<file path="config.mk">
export PLATFORM = sky130hd
export DESIGN_NAME = relay_output_router_top
export DESIGN_NICKNAME = d
export VERILOG_FILES = /design/src/hw/rtl/ror_pkg.sv /design/src/hw/rtl/ror_lane.sv /design/src/hw/rtl/ror_merge.sv /design/src/hw/rtl/relay_output_router_top.sv
export SDC_FILE = /design/constraint.sdc
export NUM_CORES = 1
export LEC_CHECK = 0
export BUFFER_PORTS_ARGS = -buffer_cell sky130_fd_sc_hd__buf_2
export CORE_MARGIN = 1
export CORE_UTILIZATION = 66
export CTS_BUF_LIST = sky130_fd_sc_hd__clkbuf_8 sky130_fd_sc_hd__clkbuf_16
export DETAILED_ROUTE_END_ITERATION = 16
export PLACE_DENSITY = 0.95
export SETUP_SLACK_MARGIN = 0.05
export SYNTH_ARGS = -nofsm -noshare
export SYNTH_HDL_FRONTEND = slang
export SYNTH_SLANG_ARGS = --single-unit
</file>
<file path="constraint.sdc">
create_clock -name clk_i -period 10.4 [get_ports clk_i]
set_input_delay 0 -clock clk_i [delete_from_list [all_inputs] [get_ports clk_i]]
set_output_delay 0 -clock clk_i [all_outputs]
set_load 0.01 [all_outputs]
</file>
<file path="src/hw/rtl/ror_pkg.sv">
// Relay output router package: item kind, mode, level select and status codes,
// plus the structs passed between the lanes, the merge stage and the top level.
// No dependencies.
`default_nettype none

package ror_pkg;

  // Fixed width of the per-channel bit fields on the ports
  localparam int FIELD_BITS = 4;
  localparam int DUR_BITS   = 16;

  // Item kinds
  localparam logic [1:0] KIND_UPDATE = 2'd0;
  localparam logic [1:0] KIND_FORCE  = 2'd1;
  localparam logic [1:0] KIND_SETM   = 2'd2;

  // Channel modes and mode-set commands
  localparam logic [2:0] MODE_OFF     = 3'd0;
  localparam logic [2:0] MODE_ON      = 3'd1;
  localparam logic [2:0] MODE_WDOG    = 3'd2;
  localparam logic [2:0] MODE_SCHED   = 3'd3;
  localparam logic [2:0] MODE_SCHWD   = 3'd4;
  localparam logic [2:0] MODE_LOGIC   = 3'd5;
  localparam logic [2:0] MODE_FLIP    = 3'd6;
  localparam logic [2:0] MODE_INVALID = 3'd7;

  // Forced level select
  localparam logic [1:0] SEL_OFF  = 2'd0;
  localparam logic [1:0] SEL_ON   = 2'd1;
  localparam logic [1:0] SEL_BASE = 2'd2;
  localparam logic [1:0] SEL_BAD  = 2'd3;

  // Result status
  localparam logic [1:0] ST_OK      = 2'd0;
  localparam logic [1:0] ST_INVALID = 2'd1;
  localparam logic [1:0] ST_IGNORED = 2'd2;

  // Decoded command broadcast to all lanes
  typedef struct packed {
    logic       upd;
    logic       frc;
    logic       setm;
    logic       tick;
    logic [1:0] sel;
    logic [2:0] nm;
  } ror_cmd_t;

  // Per-item info needed by the merge stage
  typedef struct packed {
    logic       acc;
    logic [1:0] kind;
    logic [1:0] sel;
    logic [2:0] nm;
  } ror_item_t;

  // What one lane reports
  typedef struct packed {
    logic level;
    logic flip_bad;
  } ror_lane_t;

  // One result transaction
  typedef struct packed {
    logic [FIELD_BITS-1:0] relay;
    logic [FIELD_BITS-1:0] changed;
    logic [1:0]            status;
  } ror_res_t;

endpackage

`default_nettype wire

</file>
<file path="src/hw/rtl/ror_lane.sv">
// One relay channel lane: mode, forced level and forced countdown state,
// and the next relay level for an update. Depends on ror_pkg.
`default_nettype none

module ror_lane #(
  parameter int TIMER_BITS = 16
) (
  input  wire logic                         clk_i,
  input  wire logic                         rst_ni,
  input  wire ror_pkg::ror_cmd_t            cmd_i,
  input  wire logic                         hit_i,
  input  wire logic                         wdog_i,
  input  wire logic                         sched_i,
  input  wire logic                         logic_i,
  input  wire logic                         rst_lvl_i,
  input  wire logic [ror_pkg::DUR_BITS-1:0] duration_i,
  output ror_pkg::ror_lane_t                lane_o
);

  localparam logic [TIMER_BITS-1:0] TMR_MAX = '1;
  localparam logic [TIMER_BITS-1:0] TMR_ONE = {{(TIMER_BITS-1){1'b0}}, 1'b1};

  logic [2:0]            mode_q, mode_d;
  logic [TIMER_BITS-1:0] cd_q, cd_d, cd_dec, cd_load;
  logic                  flvl_q, flvl_d;
  logic                  mode_lvl, base_lvl;
  logic                  manual;

  assign cd_dec = (cmd_i.upd && cmd_i.tick && (cd_q != '0)) ? cd_q - TMR_ONE : cd_q;
  assign manual = (mode_q == ror_pkg::MODE_OFF) || (mode_q == ror_pkg::MODE_ON);

  // saturate the load when the timer is narrower than the duration field
  always_comb begin
    if (32'(duration_i) > 32'(TMR_MAX)) begin
      cd_load = TMR_MAX;
    end else begin
      cd_load = TIMER_BITS'(duration_i);
    end
  end

  always_comb begin
    mode_lvl = 1'b0;
    base_lvl = 1'b0;
    case (mode_q)
      ror_pkg::MODE_OFF: begin
        mode_lvl = 1'b0;
        base_lvl = 1'b0;
      end
      ror_pkg::MODE_ON: begin
        mode_lvl = 1'b1;
        base_lvl = 1'b1;
      end
      ror_pkg::MODE_WDOG: begin
        mode_lvl = wdog_i;
        base_lvl = ~rst_lvl_i;
      end
      ror_pkg::MODE_SCHED: begin
        mode_lvl = sched_i;
        base_lvl = sched_i;
      end
      ror_pkg::MODE_SCHWD: begin
        // watchdog may only pull the schedule toward the reset level
        mode_lvl = ((sched_i != rst_lvl_i) && (wdog_i == rst_lvl_i)) ? rst_lvl_i : sched_i;
        base_lvl = sched_i;
      end
      ror_pkg::MODE_LOGIC: begin
        mode_lvl = logic_i;
        base_lvl = logic_i;
      end
      default: begin
        mode_lvl = 1'b0;
        base_lvl = 1'b0;
      end
    endcase
  end

  assign lane_o.level    = (cd_dec != '0) ? flvl_q : mode_lvl;
  assign lane_o.flip_bad = hit_i && (cmd_i.nm == ror_pkg::MODE_FLIP) && !manual;

  always_comb begin
    mode_d = mode_q;
    cd_d   = cd_q;
    flvl_d = flvl_q;
    if (cmd_i.upd) begin
      cd_d = cd_dec;
    end
    if (cmd_i.frc && hit_i) begin
      flvl_d = (cmd_i.sel == ror_pkg::SEL_BASE) ? ~base_lvl : cmd_i.sel[0];
      cd_d   = cd_load;
    end
    if (cmd_i.setm && hit_i) begin
      if (cmd_i.nm == ror_pkg::MODE_FLIP) begin
        if (manual) begin
          mode_d = mode_q ^ 3'd1;
        end
      end else begin
        mode_d = cmd_i.nm;
      end
    end
  end

  always_ff @(posedge clk_i or negedge rst_ni) begin
    if (!rst_ni) begin
      mode_q <= ror_pkg::MODE_ON;
      cd_q   <= '0;
      flvl_q <= 1'b0;
    end else begin
      mode_q <= mode_d;
      cd_q   <= cd_d;
      flvl_q <= flvl_d;
    end
  end

endmodule

`default_nettype wire

</file>
<file path="src/hw/rtl/ror_merge.sv">
// Merge stage: gathers the lane levels into the relay word, forms status and
// the changed mask, and holds the result in an output register with a skid entry.
// Depends on ror_pkg.
`default_nettype none

module ror_merge #(
  parameter int CHANNELS = 4
) (
  input  wire logic                 clk_i,
  input  wire logic                 rst_ni,
  input  wire ror_pkg::ror_item_t   item_i,
  input  wire logic [CHANNELS-1:0]  level_i,
  input  wire logic [CHANNELS-1:0]  flip_bad_i,
  input  wire logic                 out_stall_i,
  output logic                      out_valid_o,
  output ror_pkg::ror_res_t         res_o,
  output logic                      busy_o
);

  logic [CHANNELS-1:0] relay_q, relay_d, chg;
  logic                upd;
  logic [1:0]          status;
  ror_pkg::ror_res_t   res, main_q, skid_q;
  logic                main_v_q, skid_v_q;
  logic                take;

  assign upd     = item_i.acc && (item_i.kind == ror_pkg::KIND_UPDATE);
  assign relay_d = upd ? level_i : relay_q;
  assign chg     = upd ? (level_i ^ relay_q) : '0;

  always_comb begin
    case (item_i.kind)
      ror_pkg::KIND_UPDATE: status = ror_pkg::ST_OK;
      ror_pkg::KIND_FORCE:
        status = (item_i.sel == ror_pkg::SEL_BAD) ? ror_pkg::ST_INVALID : ror_pkg::ST_OK;
      ror_pkg::KIND_SETM: begin
        if (item_i.nm == ror_pkg::MODE_INVALID) begin
          status = ror_pkg::ST_INVALID;
        end else if (|flip_bad_i) begin
          status = ror_pkg::ST_IGNORED;
        end else begin
          status = ror_pkg::ST_OK;
        end
      end
      default: status = ror_pkg::ST_INVALID;
    endcase
  end

  for (genvar i = 0; i < ror_pkg::FIELD_BITS; i++) begin : g_bits
    if (i < CHANNELS) begin : g_used
      assign res.relay[i]   = relay_d[i];
      assign res.changed[i] = chg[i];
    end else begin : g_pad
      assign res.relay[i]   = 1'b0;
      assign res.changed[i] = 1'b0;
    end
  end
  assign res.status = status;

  always_ff @(posedge clk_i or negedge rst_ni) begin
    if (!rst_ni) begin
      relay_q <= '0;
    end else begin
      relay_q <= relay_d;
    end
  end

  assign take        = main_v_q && !out_stall_i;
  assign out_valid_o = main_v_q;
  assign res_o       = main_q;
  assign busy_o      = skid_v_q;

  always_ff @(posedge clk_i or negedge rst_ni) begin
    if (!rst_ni) begin
      main_v_q <= 1'b0;
      skid_v_q <= 1'b0;
    end else if (skid_v_q) begin
      if (take) begin
        skid_v_q <= 1'b0;
      end
    end else if (item_i.acc) begin
      if (!main_v_q || take) begin
        main_v_q <= 1'b1;
      end else begin
        skid_v_q <= 1'b1;
      end
    end else if (take) begin
      main_v_q <= 1'b0;
    end
  end

  always_ff @(posedge clk_i) begin
    if (skid_v_q) begin
      if (take) begin
        main_q <= skid_q;
      end
    end else if (item_i.acc) begin
      if (!main_v_q || take) begin
        main_q <= res;
      end else begin
        skid_q <= res;
      end
    end
  end

`ifndef SYNTH
  a_skid_implies_main: assert property (@(posedge clk_i) disable iff (!rst_ni)
    skid_v_q |-> main_v_q)
    else $error("skid entry holds a transaction while the output register is empty");

  a_no_accept_when_full: assert property (@(posedge clk_i) disable iff (!rst_ni)
    skid_v_q |-> !item_i.acc)
    else $error("transaction accepted while the skid entry is occupied");

  a_relay_hold: assert property (@(posedge clk_i) disable iff (!rst_ni)
    (item_i.acc && (item_i.kind != ror_pkg::KIND_UPDATE)) |=> $stable(relay_q))
    else $error("relay levels moved on a non-update transaction");

  a_accept_shows_result: assert property (@(posedge clk_i) disable iff (!rst_ni)
    item_i.acc |=> main_v_q)
    else $error("accepted transaction produced no pending result");
`endif

endmodule

`default_nettype wire

</file>
<file path="src/hw/rtl/relay_output_router_top.sv">
// Relay output router, top level: decodes the item, runs one lane per channel
// and merges the lane results. Depends on ror_pkg, ror_lane and ror_merge.
`default_nettype none

// Routes CHANNELS relay outputs from manual, watchdog, schedule, schedule plus
// watchdog or logic sources, with a per-channel forced level held by a tick
// countdown. One transaction is accepted every clock while in_stall_o is low; every
// channel lane updates its state in the accepting cycle. A two-entry output buffer
// (register plus skid entry) lets one more transaction in while a result is
// stalled; in_stall_o rises only when the skid entry is occupied. Field ports are
// four channels wide; channels at index four and above are not addressable and
// read their source bits as zero. The user writes wdog_reset_level through
// cfg_we_i/cfg_wdata_i only while the block is idle; the block does not enforce it.
module relay_output_router_top #(
  parameter int CHANNELS   = 4,
  parameter int TIMER_BITS = 16
) (
  input  wire logic                           clk_i,
  input  wire logic                           rst_ni,
  input  wire logic                           cfg_we_i,
  input  wire logic [ror_pkg::FIELD_BITS-1:0] cfg_wdata_i,
  input  wire logic                           in_valid_i,
  output logic                                in_stall_o,
  input  wire logic [1:0]                     mode_i,
  input  wire logic                           tick_i,
  input  wire logic [ror_pkg::FIELD_BITS-1:0] wdog_bits_i,
  input  wire logic [ror_pkg::FIELD_BITS-1:0] sched_bits_i,
  input  wire logic [ror_pkg::FIELD_BITS-1:0] logic_bits_i,
  input  wire logic [1:0]                     channel_i,
  input  wire logic [ror_pkg::DUR_BITS-1:0]   duration_i,
  input  wire logic [1:0]                     level_select_i,
  input  wire logic [2:0]                     new_mode_i,
  output logic                                out_valid_o,
  input  wire logic                           out_stall_i,
  output logic [ror_pkg::FIELD_BITS-1:0]      relay_bits_o,
  output logic [ror_pkg::FIELD_BITS-1:0]      changed_bits_o,
  output logic [1:0]                          status_o
);

  logic [ror_pkg::FIELD_BITS-1:0] rst_lvl_q;
  logic                           acc, busy;
  ror_pkg::ror_cmd_t              cmd;
  ror_pkg::ror_item_t             item;
  ror_pkg::ror_res_t              res;
  logic [CHANNELS-1:0]            level, flip_bad;

  always_ff @(posedge clk_i or negedge rst_ni) begin
    if (!rst_ni) begin
      rst_lvl_q <= '0;
    end else if (cfg_we_i) begin
      rst_lvl_q <= cfg_wdata_i;
    end
  end

  assign in_stall_o = busy;
  assign acc        = in_valid_i && !busy;

  assign cmd.upd  = acc && (mode_i == ror_pkg::KIND_UPDATE);
  assign cmd.frc  = acc && (mode_i == ror_pkg::KIND_FORCE) && (level_select_i != ror_pkg::SEL_BAD);
  assign cmd.setm = acc && (mode_i == ror_pkg::KIND_SETM) && (new_mode_i != ror_pkg::MODE_INVALID);
  assign cmd.tick = tick_i;
  assign cmd.sel  = level_select_i;
  assign cmd.nm   = new_mode_i;

  assign item.acc  = acc;
  assign item.kind = mode_i;
  assign item.sel  = level_select_i;
  assign item.nm   = new_mode_i;

  for (genvar n = 0; n < CHANNELS; n++) begin : g_lane
    logic               wb, sb, lb, rl, hit;
    ror_pkg::ror_lane_t lane;

    if (n < ror_pkg::FIELD_BITS) begin : g_src
      assign wb = wdog_bits_i[n];
      assign sb = sched_bits_i[n];
      assign lb = logic_bits_i[n];
      assign rl = rst_lvl_q[n];
    end else begin : g_nosrc
      assign wb = 1'b0;
      assign sb = 1'b0;
      assign lb = 1'b0;
      assign rl = 1'b0;
    end
    assign hit = (32'(channel_i) == n);

    ror_lane #(
      .TIMER_BITS(TIMER_BITS)
    ) u_lane (
      .clk_i      (clk_i),
      .rst_ni     (rst_ni),
      .cmd_i      (cmd),
      .hit_i      (hit),
      .wdog_i     (wb),
      .sched_i    (sb),
      .logic_i    (lb),
      .rst_lvl_i  (rl),
      .duration_i (duration_i),
      .lane_o     (lane)
    );

    assign level[n]    = lane.level;
    assign flip_bad[n] = lane.flip_bad;
  end

  ror_merge #(
    .CHANNELS(CHANNELS)
  ) u_merge (
    .clk_i       (clk_i),
    .rst_ni      (rst_ni),
    .item_i      (item),
    .level_i     (level),
    .flip_bad_i  (flip_bad),
    .out_stall_i (out_stall_i),
    .out_valid_o (out_valid_o),
    .res_o       (res),
    .busy_o      (busy)
  );

  assign relay_bits_o   = res.relay;
  assign changed_bits_o = res.changed;
  assign status_o       = res.status;

endmodule

`default_nettype wire

</file>
==> results by group, run 1 <==
Setup path
  – CP Data Arrival Time: 4.50 ns
  – Crit path max-delay family: simple AND/OR/NAND/NOR gates
  – Slowest cell on crit path: dfrtp_1
  – Worst path cell trace: nor4b_4 -> buf_4 -> nand2_1 -> nor3_1 -> o2111ai_1 -> or4_4 -> nor4_4 -> mux2i_1 -> o21ai_1
  – R2r startpoint: u_merge.busy_o$_DFF_PN0_
  – Reg2reg path depth: 9
  – CP Max Fanout: 33
  – Setup slack, reg-to-reg: 6.02 ns
  – Worst setup SP type: flip-flop
  – Crit path buffers/inverters: 1
  – Worst Setup End Kind: flip-flop
  – Req. time, crit path: 10.52 ns
  – Critical path's largest stage delay: 0.69 ns
  – Reg2reg end: u_merge.skid_q[8]$_DFFE_PP_
  – Setup CP Type: reg -> reg

Layout
  – Layout cells sized above 1: 0.1290
  – Fillers: a little over 700
  – # nets final: 965
  – Multi-input gate area: 0.004083 mm2
  – Area Growth Syn to Fin: 12.31%
  – Ant diodes: 0
  – FF+latch area: around 0.0029 mm2

STA
  – Clk_skew: 0.02258 ns
  – RSZ-0062 raised after global routing: false
  – Fin. Hold Viols: 0
  – Worst-Margin Slew: 1.117 ns
  – Worst relative slew slack: 0.2514
  – Final Max Tran Viols: 0
  – Setup TNS Final: 0 ns
  – Clock period minus worst slack: 4.379 ns
  – Max Fclk: 0.2284 GHz
  – Final setup fails: 0
  – Fin worst setup slack: 6.021 ns
  – Period utilization: 0.4211

Detailed routing
  – WL per Instance: 19.59 um
  – Routed vias: around 7000
  – Routed vias/inst: 6.863
  – DRT Wirelength: 20580 um
  – Drt first pass iters: 6
  – Initial DRC Count: 843
  – Post-route ant nets: 0
  – DR DRC count: 0

GRT
  – Global-route wire length before repair: 33180 um
  – GRT Total Usage: 0.3736
  – Total grt overflow: 0
  – Pin count of the biggest net entering global routing: 74
  – Antenna violations before repair: 0
  – Vias in the first global route: 6607

Floorplan
  – Core area: ~0.010 mm2
  – Initial Utilization: 0.6916
  – Die width: between 100 and 150 um
  – Area of the die: 0.01139 mm2
  – Die Ht: 106.7 um
  – Io pins: 59
  – Row count: 37

Power and ir drop
  – Power Density: 250.0 mW/mm2
  – VDD IR max: 193.0 uV
  – Leak Pwr: 3.291 nW

Yosys
  – Mapped cell area: slightly above 0.007 mm2
  – Seq/Total Area, Yosys: 0.3950
  – Post-synth EDFFs: 20
  – Primary FF master, synth: dfrtp_1
  – Count of cell types in the netlist: 76
  – Async SR Flop Fraction: 0.8182
  – Synth Instances: 848
  – Net count after synthesis: 903
  – Synth Register Bits: 110
  – Yosys warning count: 0
  – Avg Cell Area, Syn: 8.533 um2

Clock network
  – CTS Buf Count: 9
  – Post-CTS Setup Repair Bufs: 0
  – CTS tree: done
  – H-tree Lvls: 3
  – Root Driver: clkbuf_8
  – Clk slew on worst S/H paths: 0.12 ns
  – CTS sink cnt: 110
  – CTS max path bufs: 2
  – Worst-Skew Late Latency: 0.41 ns
  – CTS resizes: 0

Place
  – Port Buffers: 58
  – Post-Place Worst Slack: 6.180 ns
  – Final HPWL from detailed placement: approximately 14000 um
  – Routability Congestion: 0.9701

Min path
  – Hold Path Stages: 4
  – Hold/Removal Path Class: in -> reg
  – WHS Endpoint: g_lane[0].u_lane.mode_q[0]$_DFFE_PN1P_
  – Hold path start: channel_i[0]

Outcome
  – Status: finished, final reports clean

Job
  – Max-Cap Viols: 0
==> cell families (layout without fill, tap and decap cells) <==
family / Yosys count / after routing / share of synthesized area
fa+ha+maj: 12 / 12 / 0.01937
simple gates: 384 / 384 / 0.2794
mux: 14 / 14 / 0.02231
buf+inv: 81 / 148 / 0.04340
xor+xnor: 7 / 7 / 0.008473
compound gates: 240 / 240 / 0.2321
flops: 110 / 110 / 0.3950
==> area by class of cell <==
cell class	count	share of cell area
Sequential cell	110	0.3517
Tap cell	136	0.02094
Multi-Input combinational cell	657	0.5024
Clock buffer	9	0.01524
Inverter	33	0.01524
Clock inverter	7	0.009238
Timing Repair Buffer	99	0.08530
==> through the flow <==
stage | hold WS (ns) | instance area, um2 | instances | util | power [mW]
6_report | 0.01775 | 8127 | 1051 | 0.7767 | 2.032
5_1_grt | 0.02821 | 8127 | 1051 | 0.7767 | 2.166
4_1_cts | 0.01017 | 8127 | 1051 | 0.7767 | 1.996
3_5_place_dp | -0.1157 | 7557 | 998 | 0.7223 | 1.710
3_3_place_gp | -0.1129 | 7557 | 998 | 0.7223 | 1.680
2_1_floorplan | -0.2956 | 7236 | 848 | - | 1.465
==> sequential cells by signal (all words and copies together) (netlist names) <==
signal,cells
g_lane.u_lane.cd_q,64
g_lane.u_lane.mode_q,12
u_merge.res_o,10
u_merge.skid_q,10
g_lane.u_lane.flvl_q,4
rst_lvl_q,4
u_merge.relay_q,4
u_merge.busy_o,1
u_merge.out_valid_o,1
==> metal layers <==
metal | global-route usage | part of all wire | up-vias
met2 | 0.5562 | 0.45 | 389
met4 | 0.1448 | 0.031 | 0
met3 | 0.09909 | 0.095 | 53
li1 | - | - | 3320
met1 | 0.5215 | 0.43 | 3451
met5 | 0 | 0 | -
==> synthesized netlist by cell type (all sizes together), types with 8 or more instances <==
library cell	count	share of area
or3	13	0.012
inv	33	0.017
nor4	24	0.028
a2111oi	8	0.012
nand2b	11	0.0095
o211ai	20	0.021
ha	8	0.014
nor2	70	0.037
nand2	122	0.063
nand3	26	0.018
clkbuf	42	0.022
or2	10	0.0090
nor3b	8	0.0090
nor2b	8	0.0069
nand4	9	0.0078
a21oi	31	0.021
or4	10	0.011
a221o	34	0.047
nor3	40	0.028
o21ai	79	0.055
edfxtp	20	0.083
dfrtp	86	0.30
==> worst reg2reg max path: stages, from the launching register on <==
cell,delay [ns]
dfrtp_1,0.69
nor4b_4,0.31
buf_4,0.40
nand2_1,0.60
nor3_1,0.55
o2111ai_1,0.15
or4_4,0.57
nor4_4,0.39
mux2i_1,0.32
o21ai_1,0.11
==> how the worst max path moves through the flow <==
stage	start	end	slack [ns]	cells after the start
after floorplan	g_lane[1].u_lane.cd_q[2]$_DFFE_PN0P_	u_merge.res_o[7]$_DFFE_PP_	7.10	11
after global placement	u_merge.busy_o$_DFF_PN0_	u_merge.res_o[8]$_DFFE_PP_	6.30	9
after detailed placement	u_merge.busy_o$_DFF_PN0_	u_merge.skid_q[8]$_DFFE_PP_	6.18	9
after CTS	u_merge.busy_o$_DFF_PN0_	u_merge.res_o[8]$_DFFE_PP_	6.16	9
after global routing	u_merge.busy_o$_DFF_PN0_	u_merge.skid_q[8]$_DFFE_PP_	5.88	9
final	u_merge.busy_o$_DFF_PN0_	u_merge.skid_q[8]$_DFFE_PP_	6.02	9
==> cell usage in the layout, fill, tap and decap left out, types with 26 or more instances in the layout <==
cell type,n
nand2_1,122
dfrtp_1,86
buf_2,57
nand3_1,26
a221o_1,34
o21ai_0,76
a21oi_1,31
inv_1,34
nor2_1,69
nor3_1,38
dlygate4sd3_1,37
==> repair_timing <==
action / 4_1_cts / 5_1_grt
hold buffers: 37 / 0
setup endpoints to repair: 0 / 0
endpoints found under the hold margin: 98 / 0
==> power breakdown <==
part,internal (mW),switching [mW]
clock,0.113,0.160
sequential,0.618,0.239
combinational,0.374,0.528
total,1.10,0.927
No activity file was read; power rests on OpenSTA's default activity.
==> run 2, diff against run 1 <==
--- a/config.mk
+++ b/config.mk
@@ -7,10 +7,10 @@
 export LEC_CHECK = 0
 export BUFFER_PORTS_ARGS = -buffer_cell sky130_fd_sc_hd__buf_2
 export CORE_MARGIN = 1
-export CORE_UTILIZATION = 66
+export CORE_UTILIZATION = 55
 export CTS_BUF_LIST = sky130_fd_sc_hd__clkbuf_8 sky130_fd_sc_hd__clkbuf_16
 export DETAILED_ROUTE_END_ITERATION = 16
-export PLACE_DENSITY = 0.95
+export PLACE_DENSITY = 0.88
 export SETUP_SLACK_MARGIN = 0.05
 export SYNTH_ARGS = -nofsm -noshare
 export SYNTH_HDL_FRONTEND = slang
==> constraint.sdc (replaced) <==
create_clock -name clk_i -period 3.54 [get_ports clk_i]
set_input_delay 0 -clock clk_i [delete_from_list [all_inputs] [get_ports clk_i]]
set_output_delay 0 -clock clk_i [all_outputs]
set_load 0.01 [all_outputs]
==> run 2 against run 1 <==
Against the previous run:
- register-to-register slack worse by 5.8 ns
- first-iteration DRC count grew 33%
- sequential share of layout area decreased by 1.3 points
- sequential cell count is the same
- non-clock buffer count increased by 16
- critical path type unchanged
- critical endpoint is now u_merge.res_o[7]$_DFFE_PP_
- largest cell class unchanged
- largest power group unchanged
==> results by group, run 2 (synthesis results as in run 1) <==
Outcome
  – Status: finished, final reports clean

Place
  – Final HPWL from detailed placement: 14100 um (+1.4%)
  – Placed cell count: 1055 (+5.7%)
  – Routability Congestion: 0.9545 (-1.6%)
  – Port Buffers: 58 (unchanged)
  – Placed inst area: 0.007772 mm2 (+2.8%)

Detailed routing
  – DR DRC count: 0 (unchanged)
  – Routed vias/inst: 6.641 (-3.2%)
  – Post-route ant nets: 0 (unchanged)
  – Drt first pass iters: 8 (+2)
  – Routed vias: 7325 (+1.6%)
  – Initial DRC Count: 1122 (+33%)
  – WL per Instance: 19.22 um (-1.8%)
  – DRT Wirelength: 21210 um (+3.0%)

STA
  – Period utilization: 0.9376 (+0.5165)
  – Final Max Tran Viols: 0 (unchanged)
  – Setup TNS Final: 0 ns (unchanged)
  – Worst relative slew slack: 0.3336 (+0.08228)
  – Final setup fails: 0 (unchanged)
  – RSZ-0062 raised after global routing: true
  – Worst-Margin Slew: 0.9995 ns (-0.1173 ns)
  – Clock period minus worst slack: 3.319 ns (-1.060 ns)
  – Fin. Hold Viols: 0 (unchanged)
  – Max Fclk: 0.3013 GHz (+32%)
  – Clk_skew: 0.01182 ns (-0.01077 ns)

Setup path
  – Worst Setup End Kind: flip-flop
  – CP Data Arrival Time: 3.41 ns (-1.09 ns)
  – CP Max Fanout: 15 (-55%)
  – Setup CP Type: reg -> reg
  – Req. time, crit path: 3.63 ns (-6.89 ns)
  – Worst setup SP type: flip-flop
  – Setup slack, reg-to-reg: 0.22 ns (-5.80 ns)

Power and ir drop
  – Comb pwr share: 0.451 (+0.007)
  – Clock Power Share: 0.162 (+0.027)
  – Switching part of the total power: 0.4472 (-0.009127)
  – Power Density: 751.7 mW/mm2 (+200%)
  – Sequential share of power: 0.387 (-0.035)
  – Int Pwr: 3.506 mW (+220%)
  – P_sw: 2.836 mW (+210%)
  – VDD IR max: 394.4 uV (+100%)
  – Leak Pwr: 3.433 nW (+4.3%)

Clock network
  – CTS Buf Count: 9 (unchanged)
  – CTS max path bufs: 2 (unchanged)
  – H-tree Lvls: 3 (unchanged)
  – CTS sink cnt: 110 (unchanged)
  – CTS tree: done
  – Root Driver: clkbuf_16
  – Clk slew on worst S/H paths: 0.08 ns (-0.04 ns)
  – Worst-Skew Late Latency: 0.36 ns (-0.05 ns)

Floorplan
  – Row count: 41 (+11%)
  – Core area: 0.01272 mm2 (+22%)
  – Area of the die: 0.01362 mm2 (+20%)
  – Initial Utilization: 0.5687 (-0.1228)
  – Die Ht: 116.7 um (+9.4%)
  – Io pins: 59 (unchanged)
  – Die width: 116.7 um (+9.4%)

Layout
  – Cell Count, Final, Fillers Out: 1103 (+4.9%)
  – Biggest register: g_lane.u_lane.cd_q
  – Area Growth Syn to Fin: 16.62%
  – Largest regs: g_lane.u_lane.cd_q: 64 flops, g_lane.u_lane.mode_q: 12 flops
  – Most common cell after layout, fill and taps aside: nand2_1
  – Ant diodes: 0 (unchanged)
  – Post-route cell area: 0.008438 mm2 (+3.8%)
  – Most frequent cells in the layout: 122 x nand2_1, 86 x dfrtp_1, 76 x o21ai_0
  – Max FFs per register: 64 (unchanged)
  – Layout cells sized above 1: 0.1579 (+0.02893)
  – # nets final: 981 (+1.7%)
  – Post-layout util: 0.6633 (-0.1135)

GRT
  – GRT Total Usage: 0.3257 (-0.04792)
  – Global-route wire length before repair: 34000 um (+2.5%)
  – Antenna violations before repair: 0 (unchanged)
  – Total grt overflow: 0 (unchanged)
  – Vias in the first global route: 6617 (+0.15%)
  – Pin count of the biggest net entering global routing: 72 (-2.7%)

Min path
  – Hold/Removal Path Class: in -> reg

Job
  – Max-Cap Viols: 0 (unchanged)
==> run 2: worst max-delay path, stage by stage, from the launching register on <==
cell       delay, ns
dfrtp_1         0.45
nor4b_4         0.33
buf_12          0.19
nand2_1         0.14
buf_4           0.25
a21oi_1         0.34
and3_1          0.25
o2111ai_1       0.10
or4_1           0.60
mux2i_1         0.23
o221ai_1        0.15
==> run 2: power by group through the flow <==
stage | registers (mW) | clock network [mW] | logic [mW]
floorplan | 2.26 | 0 | 2.04
global placement | 2.41 | 0 | 2.62
detailed placement | 2.42 | 0 | 2.67
CTS | 2.41 | 1.04 | 2.74
global route | 2.52 | 1.09 | 3.14
finish | 2.46 | 1.03 | 2.86
==> run 2: what timing repair did <==
action                                  in CTS  in global routing
endpoints found under the setup margin       0                  9
buffers inserted                             0                  0
resized for setup                            0                 10
hold buffers                                32                  0
endpoints found under the hold margin      128                  0
==> run 2: cell type report <==
cell class / instances / area (um2)
fill: 1019 / 4284
multi-input combinational: 657 / 4125
sequential: 110 / 2858
timing repair buffer: 115 / 817.0
clock buffer: 9 / 225.2
tap: 172 / 215.2
inverter: 33 / 123.9
clock inverter: 7 / 73.82
==> run 2: path summary, 6_finish.rpt <==
path | end | depth (start not counted) | start
min in group asynchronous | rst_lvl_q[2]$_DFFE_PN0P_ | 2 | rst_ni
worst max register to register | u_merge.res_o[7]$_DFFE_PP_ | 10 | u_merge.busy_o$_DFF_PN0_
max in group asynchronous | g_lane[2].u_lane.cd_q[5]$_DFFE_PN0P_ | 3 | rst_ni
worst min-delay path | g_lane[3].u_lane.flvl_q$_DFFE_PN0P_ | 3 | level_select_i[1]
worst min register to register | g_lane[0].u_lane.mode_q[0]$_DFFE_PN1P_ | 2 | g_lane[0].u_lane.mode_q[0]$_DFFE_PN1P_
worst max-delay path | u_merge.res_o[7]$_DFFE_PP_ | 10 | u_merge.busy_o$_DFF_PN0_
==> run 2: per-stage QoR <==
step | power, mW | worst slack (ns) | hold slack, ns
CTS | 6.186 | 0.1433 | 0.00005632
floorplan | 4.303 | 0.2432 | -0.2956
detailed placement | 5.092 | 0.1357 | 0.1943
finish | 6.343 | 0.2209 | 0.03707
global placement | 5.033 | 0.2388 | 0.1819
global route | 6.756 | 0.03423 | 0.04257
==> run 2: metal layers <==
metal / GRT usage / vias to the layer above / part of all wire
li1: - / 3358 / -
met1: 0.4590 / 3470 / 0.43
met2: 0.5041 / 426 / 0.45
met3: 0.06435 / 71 / 0.080
met4: 0.1089 / 0 / 0.032
met5: 0 / - / 0
==> run 3, diff against run 2 <==
--- a/config.mk
+++ b/config.mk
@@ -6,8 +6,11 @@
 export NUM_CORES = 1
 export LEC_CHECK = 0
 export BUFFER_PORTS_ARGS = -buffer_cell sky130_fd_sc_hd__buf_2
+export CELL_PAD_IN_SITES_DETAIL_PLACEMENT = 0
+export CELL_PAD_IN_SITES_GLOBAL_PLACEMENT = 1
+export CORE_ASPECT_RATIO = 1.2
 export CORE_MARGIN = 1
-export CORE_UTILIZATION = 55
+export CORE_UTILIZATION = 42
 export CTS_BUF_LIST = sky130_fd_sc_hd__clkbuf_8 sky130_fd_sc_hd__clkbuf_16
 export DETAILED_ROUTE_END_ITERATION = 16
 export PLACE_DENSITY = 0.88
==> constraint.sdc (replaced) <==
create_clock -name clk_i -period 2.8 [get_ports clk_i]
set_input_delay 0 -clock clk_i [delete_from_list [all_inputs] [get_ports clk_i]]
set_output_delay 0 -clock clk_i [all_outputs]
set_load 0.01 [all_outputs]
==> run 3 against run 2 <==
Against the previous run:
- the run now ends with setup timing left
- via count increased by 5.3%
- core utilization shrank 8.6 points
- hold slack got worse by 0.034 ns
- clock skew decreased by 0.0052 ns
- global-route usage is 5.1 points lower
- worst setup slack lost 0.36 ns
==> results by group, run 3 (synthesis results as in run 1) <==
Clock network
  – Root Driver: clkbuf_16
  – H-tree Lvls: 3 (unchanged)
  – Clk slew on worst S/H paths: 0.07 ns (about the same)
  – Worst-Skew Late Latency: 0.36 ns (about the same)
  – CTS max path bufs: 2 (unchanged)
  – CTS sink cnt: 110 (unchanged)
  – CTS tree: done
  – CTS Buf Count: 9 (unchanged)

Layout
  – Cell Count, Final, Fillers Out: 1276 (+16%)
  – Area Growth Syn to Fin: 34.46%
  – Most common cell after layout, fill and taps aside: buf_4
  – Largest regs: g_lane.u_lane.cd_q: 64 flops, g_lane.u_lane.mode_q: 12 flops
  – Layout cells sized above 1: 0.3009 (+0.1430)
  – Max FFs per register: 64 (unchanged)
  – Biggest register: g_lane.u_lane.cd_q
  – Ant diodes: 0 (unchanged)
  – Post-route cell area: 0.009729 mm2 (+15%)
  – # nets final: 1110 (+13%)
  – Post-layout util: 0.5774 (-0.08589)
  – Most frequent cells in the layout: 158 x buf_4, 121 x nand2_1, 85 x dfrtp_1

Detailed routing
  – WL per Instance: 18.66 um (-3.0%)
  – Post-route ant nets: 0 (unchanged)
  – Drt first pass iters: 4 (-4)
  – Routed vias/inst: 6.042 (-9.0%)
  – Initial DRC Count: 502 (-55%)
  – DRT Wirelength: 23810 um (+12%)
  – DR DRC count: 0 (unchanged)
  – Routed vias: 7710 (+5.3%)

Min path
  – WHS Endpoint: rst_lvl_q[0]$_DFFE_PN0P_
  – Hold/Removal Path Class: in -> reg
  – Hold path start: cfg_we_i
  – Hold Path Stages: 2 (-1)

Power and ir drop
  – Leak Pwr: 4.139 nW (+21%)
  – Tot Pwr: 9.276 mW (+46%)
  – VDD IR max: 459.5 uV (+17%)
  – Power Density: 953.4 mW/mm2 (+27%)

Floorplan
  – Die width: 121.8 um (+4.4%)
  – Area of the die: 0.01776 mm2 (+30%)
  – Die Ht: 145.8 um (+25%)
  – Core area: 0.01685 mm2 (+32%)
  – Row count: 52 (+27%)
  – Io pins: 59 (unchanged)
  – Initial Utilization: 0.4294 (-0.1394)

Place
  – Port Buffers: 58 (unchanged)
  – Routability Congestion: 0.9645 (+1.0%)
  – Placed inst area: 0.008798 mm2 (+13%)
  – Placed cell count: 1216 (+15%)
  – Final HPWL from detailed placement: 17150 um (+22%)

Setup path
  – Req. time, crit path: 2.87 ns (-0.76 ns)
  – CP Data Arrival Time: 3.01 ns (-0.40 ns)
  – Setup slack, reg-to-reg: -0.14 ns (-0.36 ns)
  – CP Max Fanout: 5 (-10)
  – Reg2reg path depth: 11 (+1)
  – Setup CP Type: reg -> reg
  – R2r startpoint: u_merge.busy_o$_DFF_PN0_
  – Worst Setup End Kind: flip-flop
  – Worst setup SP type: flip-flop
  – Reg2reg end: u_merge.skid_q[7]$_DFFE_PP_

STA
  – Max Fclk: 0.3400 GHz (+13%)
  – Worst-Margin Slew: 0.7124 ns (-0.2872 ns)
  – Fin worst setup slack: -0.1415 ns (-0.3624 ns)
  – Clock period minus worst slack: 2.942 ns (-0.3776 ns)
  – Setup TNS Final: -0.7745 ns (-0.7745 ns)
  – RSZ-0062 raised after global routing: true
  – Worst relative slew slack: 0.5251 (+0.1914)
  – Clk_skew: 0.006647 ns (-0.005171 ns)
  – Final Max Tran Viols: 0 (unchanged)
  – Period utilization: 1.051 (+0.1129)
  – Final setup fails: 14 (+14)
  – Fin. Hold Viols: 0 (unchanged)

GRT
  – Pin count of the biggest net entering global routing: 63 (-13%)
  – Vias in the first global route: 7422 (+12%)
  – Antenna violations before repair: 1 (+1)
  – Global-route wire length before repair: 37640 um (+11%)
  – GRT Total Usage: 0.2743 (-0.05138)
  – Total grt overflow: 0 (unchanged)

Outcome
  – Status: finished, violations left
  – Failing checks: setup timing

Job
  – Max-Cap Viols: 0 (unchanged)
-- run 3: cell types whose count changed in the layout (fill, tap and decap cells not counted), sizes merged --
cell	previous run	this run
buf	83	219
dlygate4sd3	32	25
clkinv	3	0
clkinvlp	0	3
clkbuf	9	10
inv	37	36
-- run 3: per-stage QoR --
stage / hold WS (ns) / setup WS [ns]
detailed placement: 0.09456 / -0.3283
floorplan: -0.2956 / -0.1844
global route: 0.007573 / -0.2605
CTS: 0.0008138 / -0.1369
finish: 0.003274 / -0.1415
global placement: 0.08994 / -0.2484
-- run 3: worst max path at each step --
stage | from | end | slack, ns
after global routing | u_merge.busy_o$_DFF_PN0_ | u_merge.skid_q[8]$_DFFE_PP_ | -0.26
after floorplan | g_lane[1].u_lane.cd_q[2]$_DFFE_PN0P_ | u_merge.res_o[7]$_DFFE_PP_ | -0.18
final | u_merge.busy_o$_DFF_PN0_ | u_merge.skid_q[7]$_DFFE_PP_ | -0.14
after detailed placement | g_lane[3].u_lane.cd_q[0]$_DFFE_PN0P_ | u_merge.res_o[9]$_DFFE_PP_ | -0.33
after global placement | g_lane[1].u_lane.cd_q[3]$_DFFE_PN0P_ | u_merge.skid_q[7]$_DFFE_PP_ | -0.25
after CTS | u_merge.busy_o$_DFF_PN0_ | u_merge.skid_q[8]$_DFFE_PP_ | -0.14
-- run 3: worst max-delay path: stages, from the launching register on --
cell and delay (ns):
dfrtp_2 0.43, nor4b_4 0.28, buf_6 0.16, buf_4 0.12, buf_12 0.09, nand3_2 0.08, or3b_4 0.41, xor2_1 0.13
o2111ai_1 0.10, or4_4 0.47, mux2i_2 0.22, o21ai_0 0.14
-- run 3: timing repair --
item	4_1_cts	5_1_grt
buffers inserted	15	5
hold endpoints to repair	85	0
hold buffers	25	0
resized for setup	32	19
setup endpoints to repair	20	20
pin swaps	13	3
-- run 3: report_power, final --
part	switching (mW)	internal [mW]
sequential	0.574	2.30
combinational	2.71	2.46
clock	0.614	0.620
total	3.90	5.38
-- run 3: metal layers --
metal / vias up / global-route usage / routed length (um)
met5: - / 0 / 8
met4: 2 / 0.1537 / 1144
met3: 68 / 0.04585 / 1416
met2: 295 / 0.4514 / 11430
met1: 3722 / 0.3367 / 9805
li1: 3623 / - / -
-- run 3: layout make-up --
type	instances	area, um2
Clock buffer	10	239.0
Clock inverter	6	33.78
Fill cell	1535	7122
Inverter	33	123.9
Multi-Input combinational cell	657	4428
Sequential cell	110	2859
Tap cell	216	270.3
Timing Repair Buffer	244	1775
